==> config.mk <==
export PLATFORM = sky130hd
export DESIGN_NAME = led_frame_deframer_top_flat
export DESIGN_NICKNAME = d
export VERILOG_FILES = /design/src/rtl/ledfd_pkg.sv /design/src/rtl/ledfd_rx_if.sv /design/src/rtl/ledfd_led_if.sv /design/src/rtl/ledfd_parser.sv /design/src/rtl/ledfd_fifo.sv /design/src/rtl/ledfd_out.sv /design/src/rtl/led_frame_deframer_top.sv /design/src/flat_wrapper.sv
export SDC_FILE = /design/constraint.sdc
export NUM_CORES = 1
export LEC_CHECK = 0
export BUFFER_PORTS_ARGS = -buffer_cell sky130_fd_sc_hd__buf_2
export CAP_MARGIN = 20
export CORE_UTILIZATION = 35
export CTS_CLUSTER_SIZE = 12
export DETAILED_ROUTE_END_ITERATION = 7
export GPL_TIMING_DRIVEN = 0
export PLACE_DENSITY = 0.55
export SYNTH_ARGS = -nofsm -noshare
export SYNTH_HDL_FRONTEND = slang
export SYNTH_SLANG_ARGS = --single-unit
==> constraint.sdc <==
create_clock -name i_clk -period 2.6 [get_ports i_clk]
set_clock_uncertainty 0.2 [all_clocks]
set_input_delay 0.26 -clock i_clk [delete_from_list [all_inputs] [get_ports i_clk]]
set_output_delay 0.26 -clock i_clk [all_outputs]
set_load 0.005 [all_outputs]
==> src/rtl/ledfd_pkg.sv <==
// Shared types, constants and prefix matching for the LED frame deframer.
package ledfd_pkg;

    localparam int APB_AW = 3;
    localparam int APB_DW = 32;

    // Register index taken from paddr[2]: registers sit at byte addresses 0 and 4.
    localparam logic REG_MODE  = 1'b0;
    localparam logic REG_COUNT = 1'b1;

    localparam logic [1:0] MODE_SHORT   = 2'd0;
    localparam logic [1:0] MODE_CODED   = 2'd1;
    localparam logic [1:0] MODE_COUNTED = 2'd2;

    localparam logic [1:0]  MODE_RESET  = MODE_COUNTED;
    localparam logic [15:0] COUNT_RESET = 16'd96;

    localparam logic [7:0] PFX_SHORT_HI   = 8'hA5;
    localparam logic [7:0] PFX_SHORT_LO   = 8'h5A;
    localparam logic [7:0] PFX_CODED_HI   = 8'h5A;
    localparam logic [7:0] PFX_CODED_A1   = 8'hA1;
    localparam logic [7:0] PFX_CODED_A2   = 8'hA2;
    localparam logic [7:0] PFX_CODED_B0   = 8'hB0;
    localparam logic [7:0] PFX_CODED_B1   = 8'hB1;
    localparam logic [7:0] PFX_CODED_B2   = 8'hB2;
    localparam logic [7:0] PFX_COUNTED_HI = 8'hC9;
    localparam logic [7:0] PFX_COUNTED_LO = 8'hDA;

    localparam int FIFO_DEPTH_DEF = 2;

    typedef struct packed {
        logic [7:0] led_byte;
        logic       frame_last;
    } t_led_beat;

    typedef struct packed {
        logic      push;
        t_led_beat beat;
    } t_led_push;

    function automatic logic prefix_match(input logic [1:0] mode,
                                          input logic [7:0] first,
                                          input logic [7:0] second);
        logic hit;
        hit = 1'b0;
        case (mode)
            MODE_SHORT: begin
                hit = (first == PFX_SHORT_HI) && (second == PFX_SHORT_LO);
            end
            MODE_CODED: begin
                hit = (first == PFX_CODED_HI) &&
                      (second inside {PFX_CODED_A1, PFX_CODED_A2, PFX_CODED_B0,
                                      PFX_CODED_B1, PFX_CODED_B2});
            end
            MODE_COUNTED: begin
                hit = (first == PFX_COUNTED_HI) && (second == PFX_COUNTED_LO);
            end
            default: begin
                hit = 1'b0;
            end
        endcase
        return hit;
    endfunction

endpackage

==> src/rtl/ledfd_rx_if.sv <==
// Handshake channel carrying received serial bytes.
interface ledfd_rx_if;
    logic       valid;
    logic       ready;
    logic [7:0] rx_byte;

    modport source (output valid, output rx_byte, input ready);
    modport sink   (input valid, input rx_byte, output ready);
endinterface

==> src/rtl/ledfd_led_if.sv <==
// Handshake channel carrying LED channel bytes with the end-of-frame mark.
interface ledfd_led_if;
    logic       valid;
    logic       ready;
    logic [7:0] led_byte;
    logic       frame_last;

    modport source (output valid, output led_byte, output frame_last, input ready);
    modport sink   (input valid, input led_byte, input frame_last, output ready);
endinterface

==> src/rtl/ledfd_parser.sv <==
// Front end: prefix hunt, count capture and channel byte tagging, one byte per cycle while the queue has space.
module ledfd_parser
    import ledfd_pkg::*;
(
    input  logic        i_clk,
    input  logic        i_rst_n,
    input  logic [1:0]  i_mode,
    input  logic [15:0] i_count,
    input  logic        i_valid,
    input  logic [7:0]  i_rx_byte,
    input  logic        i_space,
    output logic        o_ready,
    output t_led_push   o_push
);

    localparam logic [2:0] PH_HUNT    = 3'd0;
    localparam logic [2:0] PH_CNT_HI  = 3'd1;
    localparam logic [2:0] PH_CNT_LO  = 3'd2;
    localparam logic [2:0] PH_DATA    = 3'd3;
    localparam logic [2:0] PH_POSTFIX = 3'd4;

    logic [2:0]  r_phase, n_phase;
    logic [7:0]  r_prev, n_prev;
    logic [15:0] r_remain, n_remain;
    logic [7:0]  r_cnt_hi, n_cnt_hi;
    logic        accept;
    logic [15:0] frame_len;

    assign o_ready = i_space;
    assign accept  = i_valid && i_space;

    always_comb begin
        n_phase  = r_phase;
        n_prev   = r_prev;
        n_remain = r_remain;
        n_cnt_hi = r_cnt_hi;
        o_push.push            = 1'b0;
        o_push.beat.led_byte   = i_rx_byte;
        o_push.beat.frame_last = (r_remain == 16'd1);
        frame_len = (r_phase == PH_CNT_LO) ? {r_cnt_hi, i_rx_byte} : i_count;
        if (accept) begin
            case (r_phase)
                PH_HUNT: begin
                    if (prefix_match(i_mode, r_prev, i_rx_byte)) begin
                        n_prev = 8'd0;
                        if (i_mode == MODE_COUNTED) begin
                            n_phase = PH_CNT_HI;
                        end else begin
                            n_remain = frame_len;
                            n_phase  = (frame_len == 16'd0) ? PH_POSTFIX : PH_DATA;
                        end
                    end else begin
                        n_prev = i_rx_byte;
                    end
                end
                PH_CNT_HI: begin
                    n_cnt_hi = i_rx_byte;
                    n_phase  = PH_CNT_LO;
                end
                PH_CNT_LO: begin
                    n_remain = frame_len;
                    n_phase  = (frame_len == 16'd0) ? PH_POSTFIX : PH_DATA;
                end
                PH_DATA: begin
                    o_push.push = 1'b1;
                    n_remain    = r_remain - 16'd1;
                    if (r_remain == 16'd1) begin
                        n_phase = PH_POSTFIX;
                    end
                end
                default: begin
                    // Postfix byte: drop it and restart with an empty window.
                    n_phase = PH_HUNT;
                    n_prev  = 8'd0;
                end
            endcase
        end
    end

    always_ff @(posedge i_clk) begin
        if (!i_rst_n) begin
            r_phase  <= PH_HUNT;
            r_prev   <= 8'd0;
            r_remain <= 16'd0;
            r_cnt_hi <= 8'd0;
        end else begin
            r_phase  <= n_phase;
            r_prev   <= n_prev;
            r_remain <= n_remain;
            r_cnt_hi <= n_cnt_hi;
        end
    end

endmodule

==> src/rtl/ledfd_fifo.sv <==
// Short queue between the parser and the output stage.
module ledfd_fifo
    import ledfd_pkg::*;
#(
    parameter int DEPTH = FIFO_DEPTH_DEF
) (
    input  logic      i_clk,
    input  logic      i_rst_n,
    input  t_led_push i_push,
    output logic      o_space,
    input  logic      i_pop,
    output logic      o_valid,
    output t_led_beat o_beat
);

    localparam int PW = (DEPTH > 1) ? $clog2(DEPTH) : 1;
    localparam int CW = $clog2(DEPTH + 1);
    localparam logic [PW-1:0] PTR_LAST = PW'(DEPTH - 1);
    localparam logic [CW-1:0] CNT_FULL = CW'(DEPTH);

    t_led_beat       r_mem [DEPTH];
    logic [PW-1:0]   r_wr_ptr, n_wr_ptr;
    logic [PW-1:0]   r_rd_ptr, n_rd_ptr;
    logic [CW-1:0]   r_count, n_count;
    logic            do_push, do_pop;

    assign o_space = (r_count != CNT_FULL);
    assign o_valid = (r_count != '0);
    assign o_beat  = r_mem[r_rd_ptr];
    assign do_push = i_push.push && o_space;
    assign do_pop  = i_pop && o_valid;

    always_comb begin
        n_wr_ptr = r_wr_ptr;
        n_rd_ptr = r_rd_ptr;
        n_count  = r_count;
        if (do_push) begin
            n_wr_ptr = (r_wr_ptr == PTR_LAST) ? '0 : r_wr_ptr + PW'(1);
        end
        if (do_pop) begin
            n_rd_ptr = (r_rd_ptr == PTR_LAST) ? '0 : r_rd_ptr + PW'(1);
        end
        if (do_push && !do_pop) begin
            n_count = r_count + CW'(1);
        end else if (do_pop && !do_push) begin
            n_count = r_count - CW'(1);
        end
    end

    always_ff @(posedge i_clk) begin
        if (do_push) begin
            r_mem[r_wr_ptr] <= i_push.beat;
        end
    end

    always_ff @(posedge i_clk) begin
        if (!i_rst_n) begin
            r_wr_ptr <= '0;
            r_rd_ptr <= '0;
            r_count  <= '0;
        end else begin
            r_wr_ptr <= n_wr_ptr;
            r_rd_ptr <= n_rd_ptr;
            r_count  <= n_count;
        end
    end

endmodule

==> src/rtl/ledfd_out.sv <==
// Back end: output register that presents one channel beat to the LED side.
module ledfd_out
    import ledfd_pkg::*;
(
    input  logic        i_clk,
    input  logic        i_rst_n,
    input  logic        i_valid,
    input  t_led_beat   i_beat,
    output logic        o_pop,
    ledfd_led_if.source o_led
);

    logic      r_valid;
    t_led_beat r_beat;

    // Refill whenever the register is empty or its beat leaves this cycle.
    assign o_pop = i_valid && (!r_valid || o_led.ready);

    always_ff @(posedge i_clk) begin
        if (!i_rst_n) begin
            r_valid <= 1'b0;
        end else if (o_pop) begin
            r_valid <= 1'b1;
        end else if (o_led.ready) begin
            r_valid <= 1'b0;
        end
    end

    always_ff @(posedge i_clk) begin
        if (o_pop) begin
            r_beat <= i_beat;
        end
    end

    assign o_led.valid      = r_valid;
    assign o_led.led_byte   = r_beat.led_byte;
    assign o_led.frame_last = r_beat.frame_last;

endmodule

==> src/rtl/led_frame_deframer_top.sv <==
// Path: a channel byte accepted by the parser is written into the queue, then into the output register.
// Throughput: one received byte per cycle while the queue has space; the parser updates its phase and count per byte.
// The two-entry queue and the output register hold three beats; while bytes stream in, an
// output stall fills the queue and then holds off the input.
// Reset (synchronous, active low) returns the parser to prefix hunting with an empty window,
// empties the queue and output register, and selects counted frames and a fixed length of 96.
module led_frame_deframer_top
    import ledfd_pkg::*;
#(
    parameter int FIFO_DEPTH = FIFO_DEPTH_DEF
) (
    input  logic              i_clk,
    input  logic              i_rst_n,
    ledfd_rx_if.sink          i_rx,
    ledfd_led_if.source       o_led,
    input  logic              psel,
    input  logic              penable,
    input  logic              pwrite,
    input  logic [APB_AW-1:0] paddr,
    input  logic [APB_DW-1:0] pwdata,
    output logic [APB_DW-1:0] prdata,
    output logic              pready
);

    logic [1:0]  r_mode;
    logic [15:0] r_count;
    logic        reg_idx;
    logic        wr_en;
    logic        fifo_space;
    logic        fifo_valid;
    logic        fifo_pop;
    t_led_push   parse_push;
    t_led_beat   fifo_beat;

    assign pready  = 1'b1;
    assign reg_idx = paddr[2];
    assign wr_en   = psel && penable && pwrite;

    always_ff @(posedge i_clk) begin
        if (!i_rst_n) begin
            r_mode  <= MODE_RESET;
            r_count <= COUNT_RESET;
        end else if (wr_en) begin
            case (reg_idx)
                REG_MODE:  r_mode  <= pwdata[1:0];
                REG_COUNT: r_count <= pwdata[15:0];
                default: begin
                end
            endcase
        end
    end

    always_comb begin
        case (reg_idx)
            REG_MODE:  prdata = {{(APB_DW-2){1'b0}}, r_mode};
            REG_COUNT: prdata = {{(APB_DW-16){1'b0}}, r_count};
            default:   prdata = '0;
        endcase
    end

    ledfd_parser u_parser (
        .i_clk     (i_clk),
        .i_rst_n   (i_rst_n),
        .i_mode    (r_mode),
        .i_count   (r_count),
        .i_valid   (i_rx.valid),
        .i_rx_byte (i_rx.rx_byte),
        .i_space   (fifo_space),
        .o_ready   (i_rx.ready),
        .o_push    (parse_push)
    );

    ledfd_fifo #(
        .DEPTH (FIFO_DEPTH)
    ) u_fifo (
        .i_clk   (i_clk),
        .i_rst_n (i_rst_n),
        .i_push  (parse_push),
        .o_space (fifo_space),
        .i_pop   (fifo_pop),
        .o_valid (fifo_valid),
        .o_beat  (fifo_beat)
    );

    ledfd_out u_out (
        .i_clk   (i_clk),
        .i_rst_n (i_rst_n),
        .i_valid (fifo_valid),
        .i_beat  (fifo_beat),
        .o_pop   (fifo_pop),
        .o_led   (o_led)
    );

endmodule

==> src/flat_wrapper.sv <==
// flat-port wrapper written by rule: the top's interface ports become plain ports
module led_frame_deframer_top_flat import ledfd_pkg::*;
#(
    parameter int FIFO_DEPTH = FIFO_DEPTH_DEF
)
  (i_clk, i_rst_n, psel, penable, pwrite, paddr, pwdata, prdata, pready, i_rx_valid, i_rx_rx_byte, i_rx_ready, o_led_valid, o_led_led_byte, o_led_frame_last, o_led_ready);
  ledfd_rx_if i_rx_i ();
  ledfd_led_if o_led_i ();
  input  logic i_clk;
  input  logic i_rst_n;
  input  logic psel;
  input  logic penable;
  input  logic pwrite;
  input  logic [APB_AW-1:0] paddr;
  input  logic [APB_DW-1:0] pwdata;
  output logic [APB_DW-1:0] prdata;
  output logic pready;
  input wire logic [$bits(i_rx_i.valid)-1:0] i_rx_valid;
  input wire logic [$bits(i_rx_i.rx_byte)-1:0] i_rx_rx_byte;
  output wire logic [$bits(i_rx_i.ready)-1:0] i_rx_ready;
  output wire logic [$bits(o_led_i.valid)-1:0] o_led_valid;
  output wire logic [$bits(o_led_i.led_byte)-1:0] o_led_led_byte;
  output wire logic [$bits(o_led_i.frame_last)-1:0] o_led_frame_last;
  input wire logic [$bits(o_led_i.ready)-1:0] o_led_ready;
  assign i_rx_i.valid = i_rx_valid;
  assign i_rx_i.rx_byte = i_rx_rx_byte;
  assign i_rx_ready = i_rx_i.ready;
  assign o_led_valid = o_led_i.valid;
  assign o_led_led_byte = o_led_i.led_byte;
  assign o_led_frame_last = o_led_i.frame_last;
  assign o_led_i.ready = o_led_ready;
  led_frame_deframer_top #(.FIFO_DEPTH(FIFO_DEPTH)) u_core (.i_clk(i_clk), .i_rst_n(i_rst_n), .i_rx(i_rx_i), .o_led(o_led_i), .psel(psel), .penable(penable), .pwrite(pwrite), .paddr(paddr), .pwdata(pwdata), .prdata(prdata), .pready(pready));
endmodule
# ---- Word-level counts from Yosys, hierarchy flattened
# Memory sizes are Yosys's and may differ from the RTL's. A register that Yosys moved wholly into a read port is not among the register bits.
# Index checks and enable logic that the tools add are counted.
dict set report op_classes {
  bitwise_logic 2
  mux 25
  addsub 5
  n_reduce_logical 30
  n_mul 0
  order_cmp 0
  n_shift 0
  div_mod_pow 0
  eq_ne 20
}
# op count
set ops {}
lappend ops {{== test 8 bit, second input constant} 8}
lappend ops {{case mux 32 bit (2 select lines)} 1}
lappend ops {{two-way mux 16 bit} 3}
lappend ops {{case mux 16 bit (3 select lines)} 1}
lappend ops {{== test 16 x 1 -> 1 bit, second input constant} 1}
lappend ops {{== test 8 x 7 -> 1 bit, second input constant} 2}
lappend ops {{zero test 16 bit} 1}
lappend ops {{case mux 8 bit (2 select lines)} 1}
lappend ops {{subtractor 16 x 1 -> 16 bit, second input constant} 1}
lappend ops {{two-way mux 3 bit} 4}
lappend ops {{case mux 3 bit (4 select lines)} 1}
lappend ops {{logical AND 1 bit} 11}
lappend ops {{two-way mux 1 bit} 10}
lappend ops {{two-way mux 8 bit} 1}
lappend ops {{inequality test 2 bit, second input constant} 4}
lappend ops {{AND reduction 2 bit} 4}
lappend ops {{== test 3 x 2 -> 1 bit, second input constant} 2}
lappend ops {{nonzero test 2 bit} 3}
lappend ops {{nonzero test 5 bit} 1}
lappend ops {{two-way mux 2 bit} 2}
lappend ops {{AND reduction 4 bit} 1}
lappend ops {{== test 3 x 1 -> 1 bit, second input constant} 1}
lappend ops {{zero test 1 bit} 3}
lappend ops {{zero test 3 bit} 1}
lappend ops {{12 further kinds} 14}
dict set report totals {
  out_inout_bits 44
  ff_bits 58
  mem_bits_rw 18
  n_memories 1
  latchBits 0
  wordCells 93
  romBits 0
  input_bits 50
}
# name words word_bits rd rd_ports_with_merged_regs wr line_no
set memory_table {}
lappend memory_table {u_core.u_fifo.r_mem 2 9 1 1 1 ledfd_fifo.sv:21} ;# t_led_beat r_mem [DEPTH];

# ---- Logic depth before layout (Yosys ltp)
# Gate-level depths: netlist of the first run.
dict set report logic_depth {
  word_depth 8
  mapped_depth 8
  depth_no_buf 7
}

# ---- Cells and area by module
# A second synthesis of the first run with hierarchy kept.
dict set report hier_totals {
  cells_unflattened 486
  hier_area_um2 4668.2
}
# mod seq_area_each_um2 n_inst area_each_um2 cells_per_inst
set modules_own_cells {}
lappend modules_own_cells {ledfd_parser 700.7 1 2452.4 306}
lappend modules_own_cells {led_frame_deframer_top 360.3 1 1008.5 115}
lappend modules_own_cells {ledfd_fifo 640.6 1 889.6 52}
lappend modules_own_cells {ledfd_out 290.3 1 317.8 13}

# ---- Least setup slack after synthesis of the first run
# OpenSTA, ideal clock, no wires.
dict set report synth_path {
  path_kind {register to register}
  from {register u_core.u_parser.r_phase[2]}
  to {memory u_core.u_fifo.r_mem[0][0] (netlist name) (enable)}
  setup_slack_ns 0.388
  t_arrival_ns 1.637
  path_stages_with_launch 6
  path_buffers 1
  path_cell_list {dfxtp_1 > nand2b_1 > clkbuf_1 > nor2_1 > and2_1 > nor2b_1}
}
dict set report synth_via {
  elab_chain_cells 6
}
# element line_no
set synth_rtl {}
lappend synth_rtl {{start, declared} ledfd_parser.sv:22} ;# logic [2:0] r_phase, n_phase;
lappend synth_rtl {{start signal, assigned} ledfd_parser.sv:87} ;# r_phase <= n_phase;
lappend synth_rtl {{== test 3 x 2 -> 1 bit} ledfd_parser.sv:42} ;# case (r_phase)
lappend synth_rtl {{two-way mux 1 bit} ledfd_parser.sv:42}
lappend synth_rtl {{two-way mux 1 bit} ledfd_parser.sv:41} ;# if (accept) begin
lappend synth_rtl {{logical AND 1 bit} ledfd_fifo.sv:30} ;# assign do_push = i_push.push && o_space;
lappend synth_rtl {{via u_core.u_fifo.do_push} ledfd_fifo.sv:25} ;# logic do_push, do_pop;
lappend synth_rtl {{two-way mux 1 bit} ledfd_fifo.sv:51} ;# if (do_push) begin
lappend synth_rtl {{two-way mux 1 bit (not written as such)} ledfd_fifo.sv:52} ;# r_mem[r_wr_ptr] <= i_push.beat;
lappend synth_rtl {{end, declared} ledfd_fifo.sv:21}
# The timed path passes the listed nets, and every way through them passes these cells.

# ---- Final worst setup path of the first run
dict set report layout_path {
  from {register u_core.u_parser.r_phase[2]}
  to {register u_core.u_parser.r_remain[8]}
}
dict set report layout_via {
  elab_chain_cells 5
}
# element line_no
set layout_rtl {}
lappend layout_rtl {{== test 3 x 2 -> 1 bit} {ledfd_parser.sv:40, ledfd_parser.sv:42}}
lappend layout_rtl {{two-way mux 16 bit} ledfd_parser.sv:40} ;# frame_len = (r_phase == PH_CNT_LO) ? {r_cnt_hi, i_rx_byte} : i_count;
lappend layout_rtl {{two-way mux 16 bit} ledfd_parser.sv:46} ;# if (i_mode == MODE_COUNTED) begin
lappend layout_rtl {{two-way mux 16 bit} ledfd_parser.sv:44} ;# if (prefix_match(i_mode, r_prev, i_rx_byte)) begin
lappend layout_rtl {{case mux 16 bit (3 select lines)} ledfd_parser.sv:42}
lappend layout_rtl {{end signal, assigned} ledfd_parser.sv:89} ;# r_remain <= n_remain;
lappend layout_rtl {{end, declared} ledfd_parser.sv:24} ;# logic [15:0] r_remain, n_remain;
# Parallel ways exist; a longest one is shown, timed or not. The select of a mux whose other input is x is not followed.
# A chain may end at the register's enable or synchronous reset.

==> results of run 1 <==
-- worst min-delay path by stage --
stage                                                start                                     end  slack [ns]
floorplan                                  i_rx_rx_byte[0]     u_core.u_fifo.r_mem[0][1]$_DFFE_PP_        0.16
global placement    u_core.u_parser.r_prev[3]$_SDFFE_PN0P_  u_core.u_parser.r_prev[3]$_SDFFE_PN0P_        0.25
detailed placement  u_core.u_parser.r_prev[5]$_SDFFE_PN0P_  u_core.u_parser.r_prev[5]$_SDFFE_PN0P_        0.26
CTS                                        i_rx_rx_byte[5]     u_core.u_fifo.r_mem[1][6]$_DFFE_PP_        0.04
global route                               i_rx_rx_byte[5]     u_core.u_fifo.r_mem[1][6]$_DFFE_PP_        0.05
finish                                     i_rx_rx_byte[5]     u_core.u_fifo.r_mem[1][6]$_DFFE_PP_        0.05
-- metrics by stage --
step / worst slack [ns] / std cells / util / instance area [um^2] / hold slack [ns]
after floorplan: 0.388 / 513 / - / 4620 / 0.159
after global placement: -0.353 / 741 / 0.404 / 5120 / 0.251
after detailed placement: -0.335 / 741 / 0.404 / 5120 / 0.255
after CTS: 0.104 / 773 / 0.440 / 5570 / 0.0387
after global routing: 0.0426 / 772 / 0.440 / 5580 / 0.0484
final: 0.122 / 772 / 0.440 / 5580 / 0.0534
-- cells by family (layout without fill, tap and decap cells) --
family                   count (synthesis)  count (layout)  share of synthesized area
AO/OA/AOI/OAI                          109             109                      0.170
XOR/XNOR                                 4               4                    0.00768
adder cells (fa/ha/maj)                  3               3                    0.00822
buffers and inverters                   54             141                     0.0636
flip-flops                              85              85                      0.432
multiplexers                            25              25                     0.0578
other                                    2              17                    0.00165
AND/OR/NAND/NOR                        216             216                      0.259
-- Yosys cell counts (4+ instances only) --
cell      number
or3_1          5
mux2_2        11
a211oi_1       7
o21a_1         4
o211ai_1      13
buf_1          4
buf_4         18
buf_2          4
clkbuf_1      18
nor4bb_1       4
and2_1        17
nor4_1         8
inv_1          8
nand2b_1       5
nor2b_1        6
o21ai_0       12
mux2i_1       14
edfxtp_1      27
a21oi_1       30
nand4_1       18
nor3_1         9
nand3_1        8
nor2_1        32
dfxtp_1       58
nand2_1       76
-- where the power goes --
group          switching [W]  internal, W  leakage (nW)
sequential         0.0000503      0.00150         0.713
clock               0.000528     0.000737         0.141
combinational       0.000308     0.000246          1.22
total               0.000886      0.00248          2.08
-- repair_timing --
item / 4_1_cts / 5_1_grt
endpoints found under the hold margin: 18 / 0
endpoints found under the setup margin: 10 / 10
resized for setup: 2 / 2
hold buffers: 16 / 0
-- state kept, by name (all words and copies together), names as in the netlist, 2 cells and up --
| signal | count |
|---|---|
| u_core.u_parser.r_cnt_hi | 8 |
| u_core.u_parser.r_remain | 16 |
| u_core.u_out.o_led.led_byte | 8 |
| u_core.u_parser.r_prev | 8 |
| u_core.u_fifo.r_mem | 18 |
| u_core.u_parser.r_phase | 3 |
| u_core.r_mode | 2 |
| u_core.u_fifo.r_count | 2 |
| u_core.r_count | 16 |
-- worst register-to-register path, stage by stage, from the launching register on --
cell and delay (ns):
dfxtp_1 0.36, clkbuf_1 0.26, nand3b_1 0.31, nor3_1 0.85, o211ai_1 0.22, o22ai_1 0.21
-- cell type report --
class	count	area [um^2]
inverters	8	30.0
fillers	1255	7090
multi-input cells	374	2370
repair buffers	72	440
flip-flops and latches	85	1970
plain buffers	45	256
well taps	172	215
clock inverters	7	66.3
clock buffers	9	225
-- layer usage --
| layer | up-vias | track usage |
|---|---|---|
| li1 | 2016 | - |
| met1 | 2002 | 0.284 |
| met2 | 195 | 0.359 |
| met3 | 36 | 0.0457 |
| met4 | 0 | 0.111 |
| met5 | - | 0 |
==> run_results.csv, run 1 <==
group,metric,value,unit
synth,yosysUniqueCellTypes,77,
layout,final_common_cell,"nand2_1",
setup_path,worst_path_max_delay_cell,"nor3_1",
sta,fmax,0.404,GHz
setup_path,rr_worst_depth,5,
floorplan,start_util,0.360,
drt,met3_length,930,um
cts,cts_root_buf,"clkbuf_16",
pwr,power_density,604,nW/um^2
sta,period_needed,2.48,ns
sta,slew_viol_final,0,
cts,cts_sinks,85,
drt,drt-initial-drc-count,364,
drt,route.detailed.drc,0,
setup_path,worstPathCellList,"clkbuf_1, nand3b_1, nor3_1, o211ai_1, o22ai_1",
synth,ys.flop_type,"dfxtp_1",
sta,rsz0062_at_grt,"false",
setup_path,worst_setup_path_end_kind,"register",
pwr,leakage,2.08,nW
drt,highest_layer,"met4",
layout,area_growth_syn_to_layout,22.2,%
cts,htreeDepth,3,
cts,clock_latency,0.35,ns
setup_path,cp_num_buf_inv,1,
drt,antenna_left,0,
hold_path,hold_depth,1,
setup_path,critPathLaunch,"u_core.u_parser.r_phase[2]$_SDFFE_PN0P_",
layout,antenna_cells,0,
place,dp_hpwl,10.1,mm
cts,cts.path.max_buffers,2,
setup_path,r2r-end,"u_core.u_parser.r_remain[8]$_SDFFE_PN0P_",
pwr,ir_drop,0.000348,V
global_route,grt_max_degree,15,
drt,drt-wirelength-per-cell,18.2,um
floorplan,rows,41,
place,place_congestion,0.911,
global_route,grt_overflow,0,
setup_path,path_max_fanout,10,
hold_path,hp-class,"in -> reg",
synth,synth.top_cells.by_area,"dfxtp_1 (25%), edfxtp_1 (18%), nand2_1 (6.3%)",
drt,drt_first_pass_iters,6,
setup_path,endpoint,"u_core.u_parser.r_remain[8]$_SDFFE_PN0P_",
global_route,grt_pass1_vias,4039,
floorplan,die_area,13500,um^2
setup_path,path_depth,5,
drt,vias_per_cell,5.50,
cts,cts_tree,"built",
synth,yosysSeqAreaShare,0.432,
layout,drive_above_1_share,0.218,
sta,setup_viol,0,
sta,finalHoldViolations,0,
layout,final_nets,648,
setup_path,reg2reg_setup_slack,0.12,ns
pwr,power,0.00337,W
synth,syn_inst,498,
global_route,grt_pass1_wl,22.4,mm
setup_path,critPathTopFamily,"simple AND/OR/NAND/NOR gates",
setup_path,r2r_start,"u_core.u_parser.r_phase[2]$_SDFFE_PN0P_",
cts,numCtsBuffers,9,
floorplan,die_x,116,um
cts,post-cts-setup-buffer-count,0,
floorplan,core-area,12700,um^2
drt,wl_met1,6.24,mm
synth,yosysWarnings,0,
drt,dr_wl_met2,6.46,mm
synth,ys_async_sr_fraction,0,
drt,routed_wirelength,14.1,mm
status,outcome,"finished, final reports clean",
drt,via_count,4249,
setup_path,critPathMaxStageDelay,0.85,ns
synth,synth_area_leader_cell,"dfxtp_1",
sta,worst-slew-pin-transition,1.01,ns
sta,slew_headroom,0.319,
sta,finalSetupTns,0,ns
setup_path,worst_ep_required_time,2.67,ns
run,timing.max_cap.violations,0,
floorplan,fp.dieH,116,um
synth,netlist_area,4560,um^2
synth,syn_area_per_cell,9.17,um^2
setup_path,worstSetupPathType,"reg -> reg",
synth,synth-edff-count,27,
setup_path,startpoint_type,"register",
synth,synth_top_cell_area_share,0.254,
sta,finalCritPeriodShare,0.953,
floorplan,ios,94,
cts,clk_pin_slew_worst_paths,0.06,ns
setup_path,arrival,2.55,ns
place,io_buffer_count,56,
synth,ys_ff_latch,85,
layout,mostFrequentLayoutCells,"nand2_1 (76), buf_2 (60), dfxtp_1 (58), nor2_1 (30), a21oi_1 (30)",
global_route,antenna_found_initial,0,
global_route,grtUsageTotal,0.223,
No activity file was read; power rests on OpenSTA's default activity.
==> run 2, diff against run 1 <==
BUFFER_PORTS_ARGS = -buffer_cell sky130_fd_sc_hd__buf_4   (was -buffer_cell sky130_fd_sc_hd__buf_2)
==> run 2 against run 1 <==
  * Fmax decreased by 1.4%
  * Via count shrank 0.61%
  * Sequential power barely moved
  * Utilization up 1.4 points
  * Clock power fell by 8%
  * Total power down 1.1%
  * Highest routed layer unchanged
  * Combinational power is 9.2% higher
  * Flip-flop and latch count unchanged
  * Critical path depth increased by 2
  * Sequential share of layout area fell by 1.1 points
  * Final cell count increased by 0.78%
  * Worst hold slack got worse by 0.044 ns
==> run_results.csv, run 2 (synthesized netlist as in run 1, its figures left out) <==
group,metric,value,unit
pwr,pwr-share-comb,0.182,
drt,vias_per_cell,5.43,
layout,largest_reg_flops,18,
layout,final_cell_area,5760,um^2
cts,cts_sinks,85,
global_route,grt_pass1_vias,4059,
drt,drt_first_pass_iters,5,
place,place_ws,-0.366,ns
run,timing.max_cap.violations,0,
hold_path,hold_start,"i_rx_rx_byte[6]",
setup_path,path_max_fanout,10,
pwr,swShare,0.260,
setup_path,rr_worst_depth,6,
setup_path,worstSetupPathType,"in -> reg",
floorplan,core-area,12700,um^2
floorplan,ios,94,
drt,via_count,4223,
pwr,power_density,579,nW/um^2
sta,slew_viol_final,0,
layout,top_register,"u_core.u_fifo.r_mem",
cts,cts_root_buf,"clkbuf_16",
layout,mostFrequentLayoutCells,"nand2_1 (76), buf_4 (74), dfxtp_1 (58), nor2_1 (30), a21oi_1 (30)",
layout,final_util,0.454,
setup_path,worst_ep_required_time,2.63,ns
sta,holdWs,0.00986,ns
setup_path,r2r_start,"u_core.u_parser.r_phase[0]$_SDFFE_PN0P_",
place,io_buffer_count,56,
cts,cts.path.max_buffers,2,
setup_path,arrival,2.54,ns
sta,slew_headroom,0.413,
pwr,internal_power,0.00247,W
place,dp.cells,741,
cts,post-cts-setup-buffer-count,0,
pwr,ir_drop,0.000309,V
sta,finalHoldViolations,0,
global_route,grt_pass1_wl,21.9,mm
layout,final_common_cell,"nand2_1",
place,place_congestion,0.925,
setup_path,worst_path_max_delay_cell,"dlygate4sd3_1",
cts,htreeDepth,3,
setup_path,worst_setup_path_end_kind,"register",
layout,top_regs,"u_core.u_fifo.r_mem x18, u_core.r_count x16, u_core.u_parser.r_remain x16",
layout,final_cells,778,
floorplan,die_area,13500,um^2
layout,area_growth_syn_to_layout,26.1,%
drt,antenna_left,0,
global_route,grt_max_degree,14,
status,outcome,"finished, final reports clean",
layout,final_nets,654,
sta,finalCritPeriodShare,0.967,
sta,worst-slew-pin-transition,0.874,ns
cts,cts_tree,"built",
layout,drive_above_1_share,0.213,
floorplan,rows,41,
sta,period_needed,2.51,ns
drt,drt-wirelength-per-cell,18.0,um
setup_path,critPathLaunch,"i_rx_rx_byte[5]",
drt,route.detailed.drc,0,
global_route,antenna_found_initial,0,
place,dp_hpwl,10.2,mm
hold_path,hold_depth,1,
setup_path,startpoint_type,"input port",
cts,clock_latency,0.34,ns
layout,antenna_cells,0,
setup_path,worstPathCellList,"dlygate4sd3_1, buf_4, nor3_1, nand4_1, nor3_4, o21ai_2, a311o_1",
sta,fmax,0.398,GHz
floorplan,start_util,0.360,
setup_path,critPathMaxStageDelay,0.54,ns
hold_path,hp-class,"in -> reg",
floorplan,fp.dieH,116,um
pwr,pwr-share-clk,0.352,
place,placed_cell_area,5260,um^2
drt,routed_wirelength,14.0,mm
sta,setup_viol,0,
pwr,p_seq_frac,0.466,
drt,drt-initial-drc-count,400,
global_route,grtUsageTotal,0.219,
cts,clk_pin_slew_worst_paths,0.06,ns
sta,worst_slack,0.0870,ns
global_route,grt_overflow,0,
sta,rsz0062_at_grt,"false",
floorplan,die_x,116,um
pwr,leakage,2.13,nW
pwr,p_sw,0.000865,W
cts,numCtsBuffers,9,
## run 2: cell types whose count changed in the layout (fill, tap and decap cells not counted), sizes merged
cell / change
dlygate4sd3: +6
clkbuf: +3
bufinv: -1
clkinvlp: -2
## run 2: power by group through the flow
stage / Combinational (W) / Sequential [W] / Clock [W]
2_1_floorplan: 0.000339 / 0.00158 / 0
3_3_place_gp: 0.000571 / 0.00158 / 0
3_5_place_dp: 0.000574 / 0.00158 / 0
4_1_cts: 0.000605 / 0.00155 / 0.00120
5_1_grt: 0.000681 / 0.00157 / 0.00126
6_report: 0.000605 / 0.00155 / 0.00117
## run 2: worst paths after layout
path,slack (ns),endpoint
worst max-delay path,0.09,u_core.u_parser.r_remain[2]$_SDFFE_PN0P_
worst min-delay path,0.01,u_core.u_fifo.r_mem[1][7]$_DFFE_PP_
worst max register to register,0.17,u_core.u_parser.r_remain[7]$_SDFFE_PN0P_
worst min register to register,0.26,u_core.u_parser.r_prev[6]$_SDFFE_PN0P_
## run 2: final cells by class
type	instances	area, um^2
repair buffers	78	641
clock buffers	12	246
flip-flops and latches	85	1970
clock inverters	4	23.8
plain buffers	45	256
inverters	8	30.0
multi-input cells	374	2370
well taps	172	215
fillers	1251	6920
## run 2: worst max-delay path: cells and delay by family
kind	cells	cell delay [ns]
compound gates	2	0.62
buf+inv	2	0.72
simple gates	3	0.93
## run 2: through the flow
stage	TNS (ns)	power, W
2_1_floorplan	0	0.00192
3_3_place_gp	-3.33	0.00215
3_5_place_dp	-3.43	0.00216
4_1_cts	0	0.00336
5_1_grt	0	0.00352
6_report	0	0.00333
## run 2: per-layer routing
metal	routed length (um)	global-route usage
met3	1020	0.0368
met5	0	0
met4	445	0.120
met2	6380	0.350
met1	6180	0.283
## run 2: timing repair
action,CTS,global route
gates cloned,0,0
hold endpoints to repair,30,0
gates resized for setup,2,2
hold buffers,22,0
endpoints found under the setup margin,10,10
==> run 3, diff against run 2 <==
clock period = 2.65 ns   (was 2.6 ns; I/O delays follow)
==> run 3 against run 2 <==
  * Utilization is 0.099 points lower
  * Die area stayed put
  * Sequential power hardly changed
  * Sequential share of layout area is 0.075 points higher
  * First-iteration DRC count is 8.5% higher
  * Flip-flop and latch count stayed put
  * Critical path depth stayed put
  * Global-route usage stayed put
  * Total power is 1.8% lower
  * Routed wire length is 0.36% higher
  * Highest routed layer unchanged
==> run_results.csv, run 3 (synthesized netlist as in run 1, its figures left out) <==
group,metric,value,unit
drt,drt-initial-drc-count,434,
cts,numCtsBuffers,9,
pwr,ir_drop,0.000305,V
cts,htreeDepth,3,
global_route,grt_max_degree,14,
drt,route.detailed.drc,0,
layout,drive_above_1_share,0.212,
sta,rsz0062_at_grt,"false",
layout,final_util,0.453,
sta,finalHoldViolations,0,
global_route,antenna_found_initial,0,
floorplan,fp.dieH,116,um
sta,slew_viol_final,0,
global_route,grt_pass1_vias,4059,
place,io_buffer_count,56,
run,timing.max_cap.violations,0,
floorplan,die_area,13500,um^2
place,dp.cells,741,
status,outcome,"finished, final reports clean",
sta,period_needed,2.52,ns
setup_path,worstSetupPathType,"in -> reg",
drt,routed_wirelength,14.1,mm
cts,cts.path.max_buffers,2,
setup_path,arrival,2.55,ns
hold_path,hp-class,"in -> reg",
global_route,grt_pass1_wl,21.9,mm
cts,clock_latency,0.34,ns
layout,top_register,"u_core.u_fifo.r_mem",
setup_path,worst_ep_required_time,2.68,ns
drt,drt_first_pass_iters,5,
layout,largest_reg_flops,18,
cts,cts_sinks,85,
global_route,grt_overflow,0,
layout,mostFrequentLayoutCells,"nand2_1 (76), buf_4 (74), dfxtp_1 (58), nor2_1 (31), a21oi_1 (30)",
sta,fmax,0.397,GHz
layout,area_growth_syn_to_layout,25.8,%
layout,final_cells,777,
drt,via_count,4237,
drt,drt-wirelength-per-cell,18.1,um
drt,vias_per_cell,5.45,
global_route,grtUsageTotal,0.219,
place,place_congestion,0.925,
cts,clk_pin_slew_worst_paths,0.06,ns
setup_path,worst_setup_path_end_kind,"register",
cts,cts_root_buf,"clkbuf_16",
setup_path,path_max_fanout,10,
floorplan,die_x,116,um
floorplan,start_util,0.360,
setup_path,startpoint_type,"input port",
floorplan,ios,94,
cts,cts_tree,"built",
floorplan,rows,41,
layout,final_nets,653,
sta,slew_headroom,0.391,
drt,antenna_left,0,
cts,post-cts-setup-buffer-count,0,
layout,antenna_cells,0,
pwr,leakage,2.13,nW
sta,worst-slew-pin-transition,0.910,ns
pwr,power,0.00327,W
layout,top_regs,"u_core.u_fifo.r_mem x18, u_core.r_count x16, u_core.u_parser.r_remain x16",
sta,holdWs,0.0112,ns
place,dp_hpwl,10.2,mm
sta,finalCritPeriodShare,0.951,
floorplan,core-area,12700,um^2
layout,final_common_cell,"nand2_1",
pwr,power_density,569,nW/um^2
sta,setup_viol,0,
[run 3: changes by cell type in the layout (fill, tap and decap cells not counted), sizes merged]
cell / change
dlygate4sd3: -1
[run 3: stage by stage]
step / worst slack (ns) / instance area, um^2 / setup TNS [ns]
5_1_grt: 0.0422 / 5740 / 0
4_1_cts: 0.101 / 5740 / 0
2_1_floorplan: 0.438 / 4620 / 0
3_3_place_gp: -0.307 / 5260 / -2.83
6_report: 0.130 / 5740 / 0
3_5_place_dp: -0.316 / 5260 / -2.93
[run 3: final timing paths]
| check | start | endpoint | slack (ns) | depth (start not counted) |
|---|---|---|---|---|
| setup / recovery | i_rx_rx_byte[2] | u_core.u_parser.r_remain[2]$_SDFFE_PN0P_ | 0.13 | 7 |
| setup reg to reg | u_core.u_parser.r_phase[2]$_SDFFE_PN0P_ | u_core.u_fifo.r_count[1]$_SDFFE_PN0P_ | 0.21 | 6 |
| hold / removal | i_rx_rx_byte[3] | u_core.u_fifo.r_mem[0][4]$_DFFE_PP_ | 0.01 | 1 |
| hold reg to reg | u_core.u_parser.r_prev[6]$_SDFFE_PN0P_ | u_core.u_parser.r_prev[6]$_SDFFE_PN0P_ | 0.26 | 2 |
[run 3: routing by layer]
metal,GRT usage,vias up,routed length [um]
met3,0.0368,26,1080
met4,0.120,0,385
met1,0.283,1982,6210
li1,-,2011,-
met2,0.350,218,6410
met5,0,-,0
[run 3: repair_timing]
item,CTS,global route
hold buffers,21,0
setup endpoints to repair,10,10
pin swaps,0,0
gates resized for setup,2,1
gates cloned,0,0
hold endpoints to repair,27,0
[run 3: worst max-delay path, cell delays in order]
cell           delay, ns
dlygate4sd3_1       0.54
buf_4               0.17
nor3_1              0.26
nand4_1             0.20
nor3_4              0.48
o21ai_2             0.24
a311o_1             0.38
[run 3: layout make-up]
cell class	count	area, um^2
buffer	45	256
clock buffer	12	246
clock inverter	4	23.8
fill	1251	6930
inverter	8	30.0
multi-input combinational	374	2370
sequential	85	1970
tap	172	215
timing repair buffer	77	631
[run 3: power by group]
part / total [W] / switching [W] / internal, W
Sequential: 0.00152 / 0.0000521 / 0.00147
Clock: 0.00116 / 0.000500 / 0.000658
Combinational: 0.000588 / 0.000300 / 0.000288
